### src/otsp_pkg.sv
// ----------------------------------------------------------------------------
// otsp_pkg
// Shared types and constants for the one-shot timer slot pool.
// ----------------------------------------------------------------------------
package otsp_pkg;

    localparam int NUM_SLOTS = 48;
    localparam int STEP_W    = $clog2(NUM_SLOTS + 1);
    localparam int CMD_W     = 3;
    localparam int IDX_W     = 8;
    localparam int SLOT_W    = 6;
    localparam int CNT_W     = 32;
    localparam int HDL_W     = 32;
    localparam int IN_W      = 80;
    localparam int OUT_W     = 40;

    localparam logic [CMD_W-1:0] CMD_TICK    = 3'd0;
    localparam logic [CMD_W-1:0] CMD_ALLOC   = 3'd1;
    localparam logic [CMD_W-1:0] CMD_RELEASE = 3'd2;
    localparam logic [CMD_W-1:0] CMD_START   = 3'd3;
    localparam logic [CMD_W-1:0] CMD_QUERY   = 3'd4;

    typedef struct packed {
        logic             taken;
        logic             armed;
        logic [CNT_W-1:0] counter;
        logic [HDL_W-1:0] handler;
    } t_slot;

    typedef struct packed {
        logic fire;
        logic alloc_hit;
        logic idle;
    } t_head_stat;

    typedef struct packed {
        logic              is_fire;
        logic              ok;
        logic [SLOT_W-1:0] slot;
        logic              idle;
        logic [HDL_W-1:0]  handler;
        logic              last;
    } t_result;

    typedef enum logic [1:0] {
        S_IDLE,
        S_SCAN,
        S_DONE
    } t_state;

endpackage

### src/otsp_cell.sv
// ----------------------------------------------------------------------------
// otsp_cell
// One timer slot of the ring; takes its neighbor's slot on every shift.
// ----------------------------------------------------------------------------
module otsp_cell
    import otsp_pkg::*;
(
    input  logic  i_clk,
    input  logic  i_rst_n,
    input  logic  i_shift,
    input  t_slot i_slot,
    output t_slot o_slot
);

    t_slot r_slot;

    always_ff @(posedge i_clk) begin
        if (!i_rst_n) begin
            r_slot <= '0;
        end else if (i_shift) begin
            r_slot <= i_slot;
        end
    end

    assign o_slot = r_slot;

endmodule

### config.mk
export PLATFORM = sky130hd
export DESIGN_NAME = otsp_cell
export DESIGN_NICKNAME = d
export VERILOG_FILES = /design/src/otsp_pkg.sv /design/src/otsp_cell.sv
export SDC_FILE = /design/constraint.sdc
export NUM_CORES = 1
export LEC_CHECK = 0
export ABC_AREA = 1
export BUFFER_PORTS_ARGS = -buffer_cell sky130_fd_sc_hd__buf_4
export CAP_MARGIN = 20
export CORE_AREA = 2 2 78 80
export DETAILED_ROUTE_END_ITERATION = 7
export DIE_AREA = 0 0 80 82
export GPL_TIMING_DRIVEN = 0
export PLACE_DENSITY_LB_ADDON = 0.08
export SLEW_MARGIN = 20
export SYNTH_ARGS = -nofsm -noshare
export SYNTH_HDL_FRONTEND = slang
export SYNTH_SLANG_ARGS = --single-unit
### constraint.sdc
create_clock -name i_clk -period 2.1 [get_ports i_clk]
set_clock_uncertainty 0.2 [all_clocks]
set_input_delay 0.42 -clock i_clk [delete_from_list [all_inputs] [get_ports i_clk]]
set_output_delay 0.42 -clock i_clk [all_outputs]
set_load 0.01 [all_outputs]
==> results.cfg <==
[outcome]
status = finished clean

[place]
gp_congestion = 0.716
dp.cells = 625
dp_hpwl_um = 4820
portBuffers = 132
dp_slack_ps = 729

[timing]
worst-slew-pin-transition_ps = 423
period_share_pct = 67.8
final.min_clock_period_ps = 1420
final_max_slew_viol_count = 0
setup_ws_ps = 676
fin_tns_setup_ps = 0
rsz0062_at_grt = false
relSlewSlack_pct = 71.8
setup_viol = 0
whs_ps = 174
fmax_mhz = 702
hold_viol_final = 0

[power_and_ir_drop]
worst_ir_drop_vdd_mv = 0.517
p_int_mw = 2.19
leakagePower_nw = 2.36
p_comb_share_pct = 17.7
switching_share_pct = 25.1
power_density_nw_per_um2 = 734
switchingPower_uw = 732
seqPwrFrac_pct = 47.5
power_frac_clock_pct = 34.8

[floorplan]
die_x_um = 80
core_um2 = 5750
die_h_um = 82
row_count = 28
ios = 135
dieArea_um2 = 6560
initial_core_util_pct = 47.1

[synthesis]
syn_area_um2 = 2710
ys_seq_area_share_pct = 48.8
yosys_warnings = 0
yosysUniqueCellTypes = 8
syn_inst = 418
ys_ff_latch = 66
postSynthAreaPerCell_um2 = 6.47
syn_nets = 487

[global_routing]
grt_overflow_total = 0
grt_usage_pct = 19.4
grt_max_degree = 11
antenna_found_initial = 0
grt_pass1_vias = 2365
grt_pass1_wl_um = 9940

[drt]
routed_wl_um = 6470
m1WireLength_um = 2680
ant_nets = 0
wl_met3_um = 494
routed.top_layer = met4
first_iter_violations = 84
drc = 0
routedWlPerCell_um = 10.1
via_count = 2717
dr.pass1.iters = 4
routed-wl-met2_um = 3200
viasPerCell = 4.25

[layout]
largest_register_ffs = 66
fin_util_pct = 69.2
diodes = 0
stdcell_count = 640
drive_above_1_share_pct = 29.2
nets = 630
final.fill_count = 537
synthToLayoutAreaGrowth_pct = 46.9

[flow_run]
drv_cap = 0

[clocking]
cts_hold_buf = 0
cts_root_buf = clkbuf_8
htreeDepth = 3
numCtsBuffers = 9
clk_latency_ps = 330
clkTransAtPathRegs_ps = 70
cts_resized = 0
cts_tree = yes
cts.sinks = 66
postCtsSetupBuffers = 0
clk_path_buf_depth = 2

[setup_path]
reg2reg_depth = 2
setup.worst_path.class = reg2out
crit_required_ps = 1480
r2r-start = o_slot[21]
cp_num_buf_inv = 1
cp_cell_sequence = buf_4
rrSetupSlack_ps = 1320
worst_ep_arrival_time_ps = 800
critPathCaptureType = primary output
reg2reg_to = o_slot[21]
cp_slowest_cell = dfxtp_1
cp-startpoint = o_slot[21]
critPathMaxFanout = 2
crit_path_start_kind = flop
max_stage_delay_ps = 350
critical_path.top_delay_family = flip-flops

[hold_path]
hold_path.class = in2reg
whs_path_depth = 5
hp-start = i_slot[1]
worstHoldEndpoint = o_slot[1]
==> worst max-delay path by stage <==
stage                     slack (ps)    endpoint  cells after the start
after floorplan                  830  o_slot[10]                      5
after global placement           760  o_slot[23]                      5
after detailed placement         730  o_slot[38]                      5
after CTS                        650  o_slot[21]                      1
after global routing             640  o_slot[18]                      1
final                            680  o_slot[21]                      1
==> power by group through the flow <==
stage	registers [mW]	clock network [mW]	logic [mW]
finish	1.39	1.02	0.516
global route	1.40	1.10	0.577
CTS	1.39	1.04	0.523
detailed placement	1.41	0	0.522
global placement	1.41	0	0.511
floorplan	1.45	0	0.209
==> layout by cell type (no fill, tap or decap) <==
cell type,netlist,final
buf_4,8,140
bufinv_16,0,1
dfxtp_1,66,66
clkbuf_1,2,4
inv_1,66,66
nand2_1,132,132
buf_2,9,9
clkinv_2,0,2
buf_6,3,3
clkbuf_8,0,10
nor2_1,132,132
==> Yosys cell counts, drive strengths merged <==
| cell | n | area [µm²] |
|---|---|---|
| nand2 | 132 | 495 |
| nor2 | 132 | 495 |
| dfxtp | 66 | 1320 |
| inv | 66 | 248 |
| buf | 20 | 139 |
| clkbuf | 2 | 7.51 |
==> metal layers <==
layer | track usage, % | vias up
met5 | 0 | -
met4 | 7.97 | 0
met3 | 4.84 | 9
met2 | 34.1 | 79
met1 | 22.5 | 1163
li1 | - | 1466
==> layout make-up <==
cell class	instances	area, µm²	share of cell area [%]
plain buffers	22	146	3.68
flip-flops and latches	66	1320	33.2
inverters	66	248	6.23
multi-input cells	264	991	24.9
repair buffers	132	991	24.9
clock buffers	12	145	3.65
well taps	75	93.8	2.36
clock inverters	3	40.0	1.01
==> worst register-to-register path: stages (launching register included) <==
cell,delay [ps]
dfxtp_1,350
nor2_1,50
nor2_1,120
==> metrics by stage <==
| step | power, mW | instance area, µm² |
|---|---|---|
| after CTS | 2.95 | 3980 |
| final | 2.92 | 3980 |
| after global routing | 3.07 | 3980 |
| after detailed placement | 1.93 | 3790 |
| after floorplan | 1.66 | 2710 |
| after global placement | 1.92 | 3790 |
==> cell families (layout without fill, tap and decap cells) <==
family        Yosys count  after routing  synth area share, %
buf+inv                88            235                 14.6
flops                  66             66                 48.8
simple gates          264            264                 36.6
No activity file was read; power rests on OpenSTA's default activity.
