`src/otsp_pkg.sv`:
```
// ----------------------------------------------------------------------------
// otsp_pkg
// Shared types and constants for the one-shot timer slot pool.
// ----------------------------------------------------------------------------
package otsp_pkg;

    localparam int NUM_SLOTS = 48;
    localparam int STEP_W    = $clog2(NUM_SLOTS + 1);
    localparam int CMD_W     = 3;
    localparam int IDX_W     = 8;
    localparam int SLOT_W    = 6;
    localparam int CNT_W     = 32;
    localparam int HDL_W     = 32;
    localparam int IN_W      = 80;
    localparam int OUT_W     = 40;

    localparam logic [CMD_W-1:0] CMD_TICK    = 3'd0;
    localparam logic [CMD_W-1:0] CMD_ALLOC   = 3'd1;
    localparam logic [CMD_W-1:0] CMD_RELEASE = 3'd2;
    localparam logic [CMD_W-1:0] CMD_START   = 3'd3;
    localparam logic [CMD_W-1:0] CMD_QUERY   = 3'd4;

    typedef struct packed {
        logic             taken;
        logic             armed;
        logic [CNT_W-1:0] counter;
        logic [HDL_W-1:0] handler;
    } t_slot;

    typedef struct packed {
        logic fire;
        logic alloc_hit;
        logic idle;
    } t_head_stat;

    typedef struct packed {
        logic              is_fire;
        logic              ok;
        logic [SLOT_W-1:0] slot;
        logic              idle;
        logic [HDL_W-1:0]  handler;
        logic              last;
    } t_result;

    typedef enum logic [1:0] {
        S_IDLE,
        S_SCAN,
        S_DONE
    } t_state;

endpackage

```
`src/otsp_head.sv`:
```
// ----------------------------------------------------------------------------
// otsp_head
// Applies the current command to the slot at the head of the ring.
// ----------------------------------------------------------------------------
module otsp_head
    import otsp_pkg::*;
(
    input  t_slot            i_slot,
    input  logic [CMD_W-1:0] i_cmd,
    input  logic             i_match,
    input  logic             i_alloc_open,
    input  logic [CNT_W-1:0] i_tick_count,
    input  logic [HDL_W-1:0] i_handler_id,
    output t_slot            o_slot,
    output t_head_stat       o_stat
);

    logic [CNT_W-1:0] w_dec;

    assign w_dec = (i_slot.counter != '0) ? i_slot.counter - 1'b1 : i_slot.counter;

    always_comb begin
        o_slot = i_slot;
        o_stat = '0;
        case (i_cmd)
            CMD_TICK: begin
                if (i_slot.armed) begin
                    o_slot.counter = w_dec;
                    o_stat.fire    = (w_dec == CNT_W'(1)) && (i_slot.handler != '0);
                end
            end
            CMD_ALLOC: begin
                if (!i_slot.taken && i_alloc_open) begin
                    o_slot.taken     = 1'b1;
                    o_slot.counter   = '0;
                    o_slot.handler   = '0;
                    o_stat.alloc_hit = 1'b1;
                end
            end
            CMD_RELEASE: begin
                if (i_match) begin
                    o_slot = '0;
                end
            end
            CMD_START: begin
                if (i_match) begin
                    o_slot.counter = i_tick_count;
                    o_slot.handler = i_handler_id;
                    o_slot.armed   = 1'b1;
                end
            end
            CMD_QUERY: begin
                o_stat.idle = i_match && (i_slot.counter == '0);
            end
            default: begin
                o_slot = i_slot;
            end
        endcase
    end

endmodule

```
`config.mk`:
```
export PLATFORM = sky130hd
export DESIGN_NAME = otsp_head
export DESIGN_NICKNAME = d
export VERILOG_FILES = /design/src/otsp_pkg.sv /design/src/otsp_head.sv
export SDC_FILE = /design/constraint.sdc
export NUM_CORES = 1
export LEC_CHECK = 0
export BUFFER_PORTS_ARGS = -buffer_cell sky130_fd_sc_hd__buf_2
export CORE_AREA = 2 2 79 81
export DETAILED_ROUTE_END_ITERATION = 6
export DIE_AREA = 0 0 81 83
export GPL_TIMING_DRIVEN = 0
export PLACE_DENSITY = 0.84
export SYNTH_ARGS = -nofsm -noshare
export SYNTH_HDL_FRONTEND = slang
export SYNTH_SLANG_ARGS = --single-unit
```
`constraint.sdc`:
```
create_clock -name vclk -period 2.4
set_input_delay 0 -clock vclk [all_inputs]
set_output_delay 0 -clock vclk [all_outputs]
set_load 0.02 [all_outputs]
```
==> run_results.csv, run 1 <==
group,metric,value,unit
detailed_routing,ant_nets,0,
status,run_status,"finished, violations left",
power,vdd.ir_drop.worst,162,uV
detailed_routing,detailed_routing_iterations_pass_1,6,
worst_setup_path,slowest_delay,580,ps
timing,setup_violations,1,
worst_setup_path,worst_path_most_repeated_cell,"nor4_4",
timing,fmaxAchievable,0.397,GHz
global_routing,grt_overflow_total,0,
detailed_routing,detailroute.via_count,4234,
yosys,post_syn_instances,374,
timing,slew_viols_final,0,
yosys,synth_compound_gate_area_share,47.0,%
floorplan,fp.dieH,83,um
detailed_routing,postRouteWirelength,13800,um
finish,n_clock_buffer,0,
finish,sequential_cell_total,0,
floorplan,core_area,0.00582,sq mm
finish,utilization,63.8,%
yosys,seq_area_frac_synth,0,%
timing,rsz0062_at_grt,"true",
worst_setup_path,timing.critical_path.arrival,2520,ps
floorplan,starting_density_of_the_core,39.5,%
power,total_power,734,uW
timing,slew_headroom,51.8,%
timing,tightestPinTransition,716,ps
worst_setup_path,setup.worst_path.end_class,"output port",
min_path,worst_hold_path_type,"in -> out",
global_routing,grt_antenna_before_repair,2,
yosys,yosys.area_share.adder,1.09,%
yosys,dominant_combinational_cell_family_by_area_after_synthesis,"compound AO/OA/AOI/OAI gates",
yosys,synth.top_cells.by_area,"a22o_1 (13%), o21ai_0 (7.8%), nand2_1 (6.9%)",
worst_setup_path,worst_setup_path_start_kind,"input pin",
floorplan,floorplan.io_pins,204,
global_routing,groute.usage.overall,37.0,%
timing,setup_ws,-119,ps
yosys,synth_area_per_cell,6.15,sq um
yosys,synth_simple_gate_area_share,40.5,%
timing,finalCriticalPeriod,2520,ps
global_routing,grt_pass1_vias,3674,
finish,n_fill_cell,571,
finish,ff_latch_area,0,sq um
worst_setup_path,critPathRequiredTime,2400,ps
detailed_routing,drc,0,
worst_setup_path,timing_worst_setup_path_type,"in -> out",
detailed_routing,wire_per_inst,21.0,um
placement,port_buffers,195,
worst_setup_path,cp_max_fo,5,
floorplan,design.die.area,0.00672,sq mm
detailed_routing,drt_iter0_drc,381,
finish,number_of_nets_in_the_finished_design,718,
power,total_leakage_power,1.73,nW
run,drv_cap,0,
yosys,netlist.area_leader.share,12.9,%
placement,gp_congestion,0.990,
yosys,synth_xor_xnor_area_share,2.67,%
finish,final_layout_size_suffix_gt1_share,44.2,%
yosys,synthDistinctLibCells,60,
worst_setup_path,cp_cell_sequence,"buf_8, or4_4, nor4_4, o211a_1, xor2_2, or4b_4, nor4_4, and4_1, buf_6",
worst_setup_path,cpLargestDelayFamily,"simple AND/OR/NAND/NOR gates",
yosys,yosys_warnings,0,
power,pwr_density_cell,198,mW/mm^2
floorplan,placementRows,28,
finish,multiInputGateArea,0.00234,sq mm
finish,flow.area_growth_from_synthesis,61.3,%
yosys,mappedNetlistNets,511,
yosys,syn_std_cell_area,0.00230,sq mm
global_routing,pin_count_of_the_biggest_net_entering_global_routing,11,
worst_setup_path,worst_path_max_delay_cell,"or4_4",
yosys,yosys-mux-area-fraction,1.41,%
status,failing_checks,"negative setup slack",
global_routing,grt_pass1_wl,19700,um
worst_setup_path,combined_buffer_and_inverter_count_along_the_critical_path,2,
yosys,netlist.top_cell.by_area,"a22o_1",
detailed_routing,avgViaCountPerCell,6.46,
timing,timing_hold_violations_final,0,
timing,fin_crit_sh,105,%
placement,dp_wirelength,10800,um
floorplan,chipWidth,81,um
[cell usage after synthesis, types with 3 or more instances]
| cell type | instances |
|---|---|
| clkbuf_1 | 27 |
| o31ai_1 | 3 |
| a22oi_1 | 6 |
| o311ai_0 | 5 |
| nor4_2 | 5 |
| nand3_1 | 11 |
| or2_2 | 3 |
| nor2_1 | 26 |
| xnor2_1 | 4 |
| nor4_1 | 15 |
| nand2b_1 | 6 |
| nor3_1 | 17 |
| nand2_1 | 42 |
| inv_1 | 13 |
| and3_1 | 5 |
| o22ai_1 | 4 |
| o211ai_1 | 5 |
| or4_1 | 6 |
| a22o_1 | 34 |
| a221oi_1 | 3 |
| o21ai_0 | 36 |
| a221o_1 | 4 |
| a21oi_1 | 20 |
| nand4_1 | 6 |
| xor2_1 | 3 |
| a31oi_1 | 10 |
| and2_1 | 5 |
| or3_1 | 6 |
[layer usage]
layer	GRT usage, %	vias to the layer above	wire (um)
met5	0	-	13
met4	8.47	2	488
met3	10.7	64	1880
met2	56.5	343	5990
met1	51.0	1924	5390
li1	-	1901	-
[cell families (layout without fill, tap and decap cells)]
logic type	Yosys count	count (layout)
buf+inv	43	248
mux	3	3
other cells	0	1
compound gates	152	152
fa+ha+maj	2	2
xor+xnor	7	7
simple gates	167	167
[through the flow]
step           hold WS, ps  setup TNS, ps  cells  worst slack [ps]  area (sq um)
3_3_place_gp           301          -1220    644              -669          3370
6_report               302           -119    655              -119          3710
2_1_floorplan          161              0    374              46.5          2300
3_5_place_dp           303          -1390    644              -633          3370
4_1_cts                304           -100    646              -100          3460
5_1_grt                353           -183    654              -161          3710
[cell type report]
class / count / area share (%)
tap: 75 / 2.53
inverter: 13 / 1.38
multi-input combinational: 331 / 63.2
buffer: 29 / 3.64
timing repair buffer: 206 / 29.2
antenna: 1 / 0.0675
[power breakdown]
group | switching [mW] | internal, mW
Sequential | 0 | 0
Combinational | 0.457 | 0.277
Clock | 0 | 0.00000000781
[tightest hold or removal path: cells and delay by family]
| family | cells | cell delay (ps) |
|---|---|---|
| simple gates | 2 | 80 |
| buf+inv | 2 | 220 |
[layout by cell type, fill, tap and decap left out, types with 3 or more instances in the layout]
cell type / synthesis / final
xnor2_1: 4 / 4
o21ai_0: 36 / 36
or4_1: 6 / 5
nor3_2: 0 / 4
buf_2: 1 / 191
nand2b_1: 6 / 6
nor3_1: 17 / 13
o311ai_0: 5 / 5
nor2_2: 0 / 3
buf_4: 0 / 14
a21oi_1: 20 / 20
a31oi_1: 10 / 10
clkbuf_2: 0 / 7
nand4_1: 6 / 6
and3_1: 5 / 5
a221oi_1: 3 / 3
nor4_1: 15 / 11
nand3_1: 11 / 11
nand2_1: 42 / 42
o22ai_1: 4 / 4
nor2_1: 26 / 23
o211ai_1: 5 / 5
a221o_1: 4 / 4
and2_1: 5 / 5
clkbuf_1: 27 / 20
or2_2: 3 / 3
or3_1: 6 / 6
inv_1: 13 / 11
a22oi_1: 6 / 5
a22o_1: 34 / 34
nor4_4: 1 / 8
[timing repair]
action	4_1_cts	5_1_grt
hold buffers	0	0
buffers inserted	3	8
pin swaps	5	13
gates resized for setup	13	52
setup endpoints to repair	9	49
[worst paths after layout]
check	from	end	slack (ps)	depth (start not counted)
setup / recovery	i_slot[43]	o_stat[2]	-120	9
hold / removal	i_tick_count[3]	o_slot[35]	300	4
No activity file was read; power rests on OpenSTA's default activity.
==> run 2: changes to the inputs <==
- SETUP_SLACK_MARGIN: unset -> 0.15
==> run 2 against run 1 <==
Compared with the run above: the flow still finishes with violations (negative setup slack); final cell count grew 0.76%; global-route usage shrank 1.8 points; first-iteration DRC count grew 40%; critical path depth is the same; combinational power is essentially flat; wire length shrank 6.6%; worst hold slack is essentially flat; power grew 0.34%; fmax grew 4.1%; non-clock buffer count grew 6; sequential cell count is the same; largest cell class unchanged; largest power group unchanged.
==> run_results.csv, run 2 (synthesized netlist as in run 1, its figures left out) <==
group,metric,value,unit
status,run_status,"finished, violations left",
status,failing_checks,"negative setup slack",
worst_setup_path,timing.critical_path.arrival,2420,ps
floorplan,starting_density_of_the_core,39.5,%
detailed_routing,postRouteWirelength,12800,um
detailed_routing,detailroute.via_count,4247,
worst_setup_path,worst_setup_path_start_kind,"input pin",
power,total_power,736,uW
floorplan,chipWidth,81,um
timing,finalCriticalPeriod,2420,ps
placement,port_buffers,195,
global_routing,grt_antenna_before_repair,0,
global_routing,grt_pass1_vias,3971,
floorplan,placementRows,28,
floorplan,fp.dieH,83,um
finish,most-common-layout-cells,"buf_2 (186), nand2_1 (40), a22o_1 (34), o21ai_0 (33), nor2_1 (23)",
detailed_routing,ant_nets,0,
finish,layout_commonest_cell,"buf_2",
timing,slew_headroom,55.2,%
power,vdd.ir_drop.worst,153,uV
detailed_routing,drt_iter0_drc,534,
finish,multiInputGateArea,0.00238,sq mm
worst_setup_path,cp_max_fo,6,
finish,final-instance-count-excl-fill,660,
finish,n_clock_buffer,0,
worst_setup_path,timing_worst_setup_path_type,"in -> out",
worst_setup_path,setup.worst_path.end_class,"output port",
detailed_routing,detailed_routing_iterations_pass_1,5,
finish,antenna_cells,0,
placement,gp_congestion,0.962,
global_routing,groute.usage.overall,35.2,%
finish,ff_latch_area,0,sq um
placement,dp_wirelength,10100,um
finish,n_fill_cell,572,
detailed_routing,drc,0,
global_routing,grt_overflow_total,0,
run,drv_cap,0,
power,pwr_density_cell,192,mW/mm^2
finish,final_layout_size_suffix_gt1_share,46.8,%
timing,final.setup.tns,-18.4,ps
global_routing,pin_count_of_the_biggest_net_entering_global_routing,11,
detailed_routing,avgViaCountPerCell,6.43,
floorplan,core_area,0.00582,sq mm
timing,fin_crit_sh,101,%
timing,setup_ws,-18.4,ps
timing,hold-worst-slack,302,ps
timing,timing_hold_violations_final,0,
min_path,min_path_cells,4,
finish,flow.area_growth_from_synthesis,66.8,%
timing,slew_viols_final,0,
timing,setup_violations,1,
global_routing,grt_pass1_wl,19100,um
floorplan,floorplan.io_pins,204,
power,total_leakage_power,1.78,nW
finish,sequential_cell_total,0,
timing,tightestPinTransition,665,ps
detailed_routing,wire_per_inst,19.5,um
min_path,worst_hold_path_type,"in -> out",
finish,number_of_nets_in_the_finished_design,724,
timing,rsz0062_at_grt,"true",
placement,number_of_placed_cells_counting_well_taps,644,
worst_setup_path,critPathRequiredTime,2400,ps
floorplan,design.die.area,0.00672,sq mm
timing,fmaxAchievable,0.414,GHz
==> run 2: timing repair <==
| action | 4_1_cts | 5_1_grt |
|---|---|---|
| gates resized for setup | 32 | 52 |
| pin swaps | 8 | 12 |
| hold buffers | 0 | 0 |
| setup endpoints to repair | 15 | 58 |
| setup buffers | 9 | 7 |
==> run 2: per-stage QoR <==
step / util (%) / area, sq um / setup slack [ps]
2_1_floorplan: - / 2330 / 184
3_3_place_gp: 58.5 / 3400 / -339
3_5_place_dp: 58.5 / 3400 / -342
4_1_cts: 62.4 / 3630 / -17.7
5_1_grt: 65.9 / 3830 / -74.0
6_report: 65.9 / 3830 / -18.4
==> run 2: power by group <==
part | total [mW] | switching (mW) | internal, mW | leakage [nW]
combinational | 0.736 | 0.451 | 0.286 | 1.78
sequential | 0 | 0 | 0 | 0
clock | 0 | 0 | 0 | 0
==> run 2: final timing paths <==
| path | start | endpoint | slack [ps] |
|---|---|---|---|
| hold / removal | i_tick_count[3] | o_slot[35] | 300 |
| setup / recovery | i_slot[47] | o_stat[2] | -20 |
==> run 2: area by class of cell <==
cell class | count | share of cell area (%)
inverter | 13 | 1.47
multi-input combinational | 331 | 62.1
tap | 75 | 2.45
timing repair buffer | 211 | 30.0
buffer | 30 | 3.95
==> run 2: layer usage <==
| layer | part of all wire (%) | GRT usage (%) |
|---|---|---|
| met2 | 50 | 60.5 |
| met4 | 2.9 | 10.6 |
| met5 | 0 | 0 |
| met3 | 10 | 4.89 |
| met1 | 37 | 44.7 |
==> run 2: critical path, cell delays in order <==
cell and delay [ps]:
buf_2 130, or4_4 550, a2111oi_4 360, nand4_1 170, a2111oi_2 370, o2111ai_1 160, nor4_1 290, and4_4 260
buf_6 110
==> run 3: changes to the inputs <==
- BUFFER_PORTS_ARGS: -buffer_cell sky130_fd_sc_hd__buf_2 -> -buffer_cell sky130_fd_sc_hd__clkbuf_2
==> run 3 against run 2 <==
Compared with the run above: the run still ends with negative setup slack left; critical path depth did not move; non-clock buffer count fell by 8; via count fell by 2.9%; setup slack got worse by 48 ps; final area fell by 1.0%; combinational power barely moved; die area did not move; power rose by 0.28%; sequential share of layout area did not move; sequential cell count did not move; final cell count fell by 1.2%; critical path type unchanged; largest cell class unchanged; largest power group unchanged.
==> run_results.csv, run 3 (synthesized netlist as in run 1, its figures left out) <==
group,metric,value,unit
status,run_status,"finished, violations left",
status,failing_checks,"negative setup slack",
finish,most-common-layout-cells,"clkbuf_2 (191), nand2_1 (40), o21ai_0 (34), a22o_1 (34), nor2_1 (24)",
timing,rsz0062_at_grt,"true",
detailed_routing,postRouteWirelength,12700,um
finish,sequential_cell_total,0,
global_routing,pin_count_of_the_biggest_net_entering_global_routing,11,
placement,placedInstanceArea,0.00340,sq mm
timing,fin_crit_sh,103,%
placement,dp_wirelength,10200,um
finish,number_of_nets_in_the_finished_design,716,
timing,finalCriticalPeriod,2470,ps
detailed_routing,drc,0,
finish,postLayoutCellArea,0.00379,sq mm
min_path,worst_hold_path_type,"in -> out",
global_routing,grt_pass1_vias,3940,
global_routing,grt_antenna_before_repair,0,
detailed_routing,drt_iter0_drc,456,
worst_setup_path,timing.critical_path.arrival,2470,ps
power,p_sw_share,61.4,%
timing,setup_ws,-66.7,ps
timing,fmaxAchievable,0.405,GHz
detailed_routing,detailroute.via_count,4123,
detailed_routing,wire_per_inst,19.4,um
run,drv_cap,0,
timing,timing_hold_violations_final,0,
placement,port_buffers,195,
worst_setup_path,setup.worst_path.end_class,"output port",
finish,antenna_cells,0,
cts,cts_hold_repair.buffers,0,
power,pwr_density_cell,195,mW/mm^2
finish,flow.area_growth_from_synthesis,65.0,%
power,total_leakage_power,1.78,nW
finish,final_layout_size_suffix_gt1_share,45.8,%
power,netSwitchingPower,454,uW
power,vdd.ir_drop.worst,149,uV
detailed_routing,ant_nets,0,
global_routing,groute.usage.overall,35.1,%
worst_setup_path,timing_worst_setup_path_type,"in -> out",
floorplan,chipWidth,81,um
floorplan,floorplan.io_pins,204,
floorplan,starting_density_of_the_core,39.5,%
timing,tightestPinTransition,742,ps
global_routing,grt_overflow_total,0,
floorplan,design.die.area,0.00672,sq mm
power,clock_power_share,0,%
global_routing,grt_pass1_wl,19000,um
timing,setup_violations,1,
detailed_routing,detailed_routing_iterations_pass_1,5,
power,power_report.internal_total,285,uW
finish,layout_commonest_cell,"clkbuf_2",
floorplan,placementRows,28,
worst_setup_path,critPathRequiredTime,2400,ps
floorplan,core_area,0.00582,sq mm
detailed_routing,avgViaCountPerCell,6.32,
timing,slew_headroom,50.0,%
finish,ff_latch_area,0,sq um
power,seqPwrFrac,0,%
timing,slew_viols_final,0,
floorplan,fp.dieH,83,um
finish,multiInputGateArea,0.00237,sq mm
finish,n_clock_buffer,0,
worst_setup_path,cp_max_fo,7,
power,p_comb_share,100.0,%
worst_setup_path,worst_setup_path_start_kind,"input pin",
finish,utilization,65.3,%
finish,n_fill_cell,559,
placement,gp_congestion,0.969,
## run 3: cell types whose count changed in the layout (fill, tap and decap cells not counted), moves of 2 or more
| cell | before | now |
|---|---|---|
| nor3_2 | 6 | 4 |
| clkbuf_1 | 19 | 17 |
| buf_2 | 186 | 5 |
| buf_4 | 20 | 10 |
| nor3_1 | 11 | 13 |
| clkbuf_16 | 0 | 2 |
| clkbuf_8 | 0 | 3 |
| buf_8 | 3 | 1 |
| clkbuf_2 | 8 | 191 |
## run 3: path summary, 6_finish.rpt
path	start	to	slack (ps)	cells after the start
max	i_slot[38]	o_stat[2]	-70	9
min	i_tick_count[3]	o_slot[35]	320	4
## run 3: power groups by stage
stage / Clock (mW) / Sequential [mW] / Combinational, mW
floorplan: 0 / 0 / 0.372
global placement: 0 / 0 / 0.665
detailed placement: 0 / 0 / 0.675
CTS: 0 / 0 / 0.704
global route: 0 / 0 / 0.782
finish: 0 / 0 / 0.738
## run 3: area by class of cell
class | instances | area share, %
Multi-Input combinational cell | 331 | 62.5
Tap cell | 75 | 2.47
Inverter | 13 | 1.48
Buffer | 30 | 3.79
Timing Repair Buffer | 203 | 29.7
## run 3: metal layers
metal,wire (um),part of all wire [%],track usage (%)
met3,1120,8.8,2.72
met1,4970,39,44.3
met5,0,0,0
met4,323,2.5,11.1
met2,6250,49,61.8
## run 3: timing repair
action                     CTS  global route
pin swaps                    9            18
setup buffers                5             3
setup endpoints to repair   21            48
gates resized for setup     36            55
## run 3: through the flow
step                      instances  setup slack (ps)  power, mW  TNS, ps  hold slack, ps
after floorplan                 374               184      0.372        0             161
after global placement          644              -405      0.665     -969             305
after detailed placement        644              -403      0.675     -980             321
after CTS                       649             -30.3      0.704    -30.3             321
after global routing            652              -133      0.782     -137             351
final                           652             -66.7      0.738    -66.7             316
## run 3: worst max-delay path, stage by stage
cell and delay, ps:
clkbuf_2 160, or4_4 600, nor4_4 270, o211a_1 200, xor2_1 80, or4b_1 480
nor4_2 260, and4_2 260, clkbuf_8 140
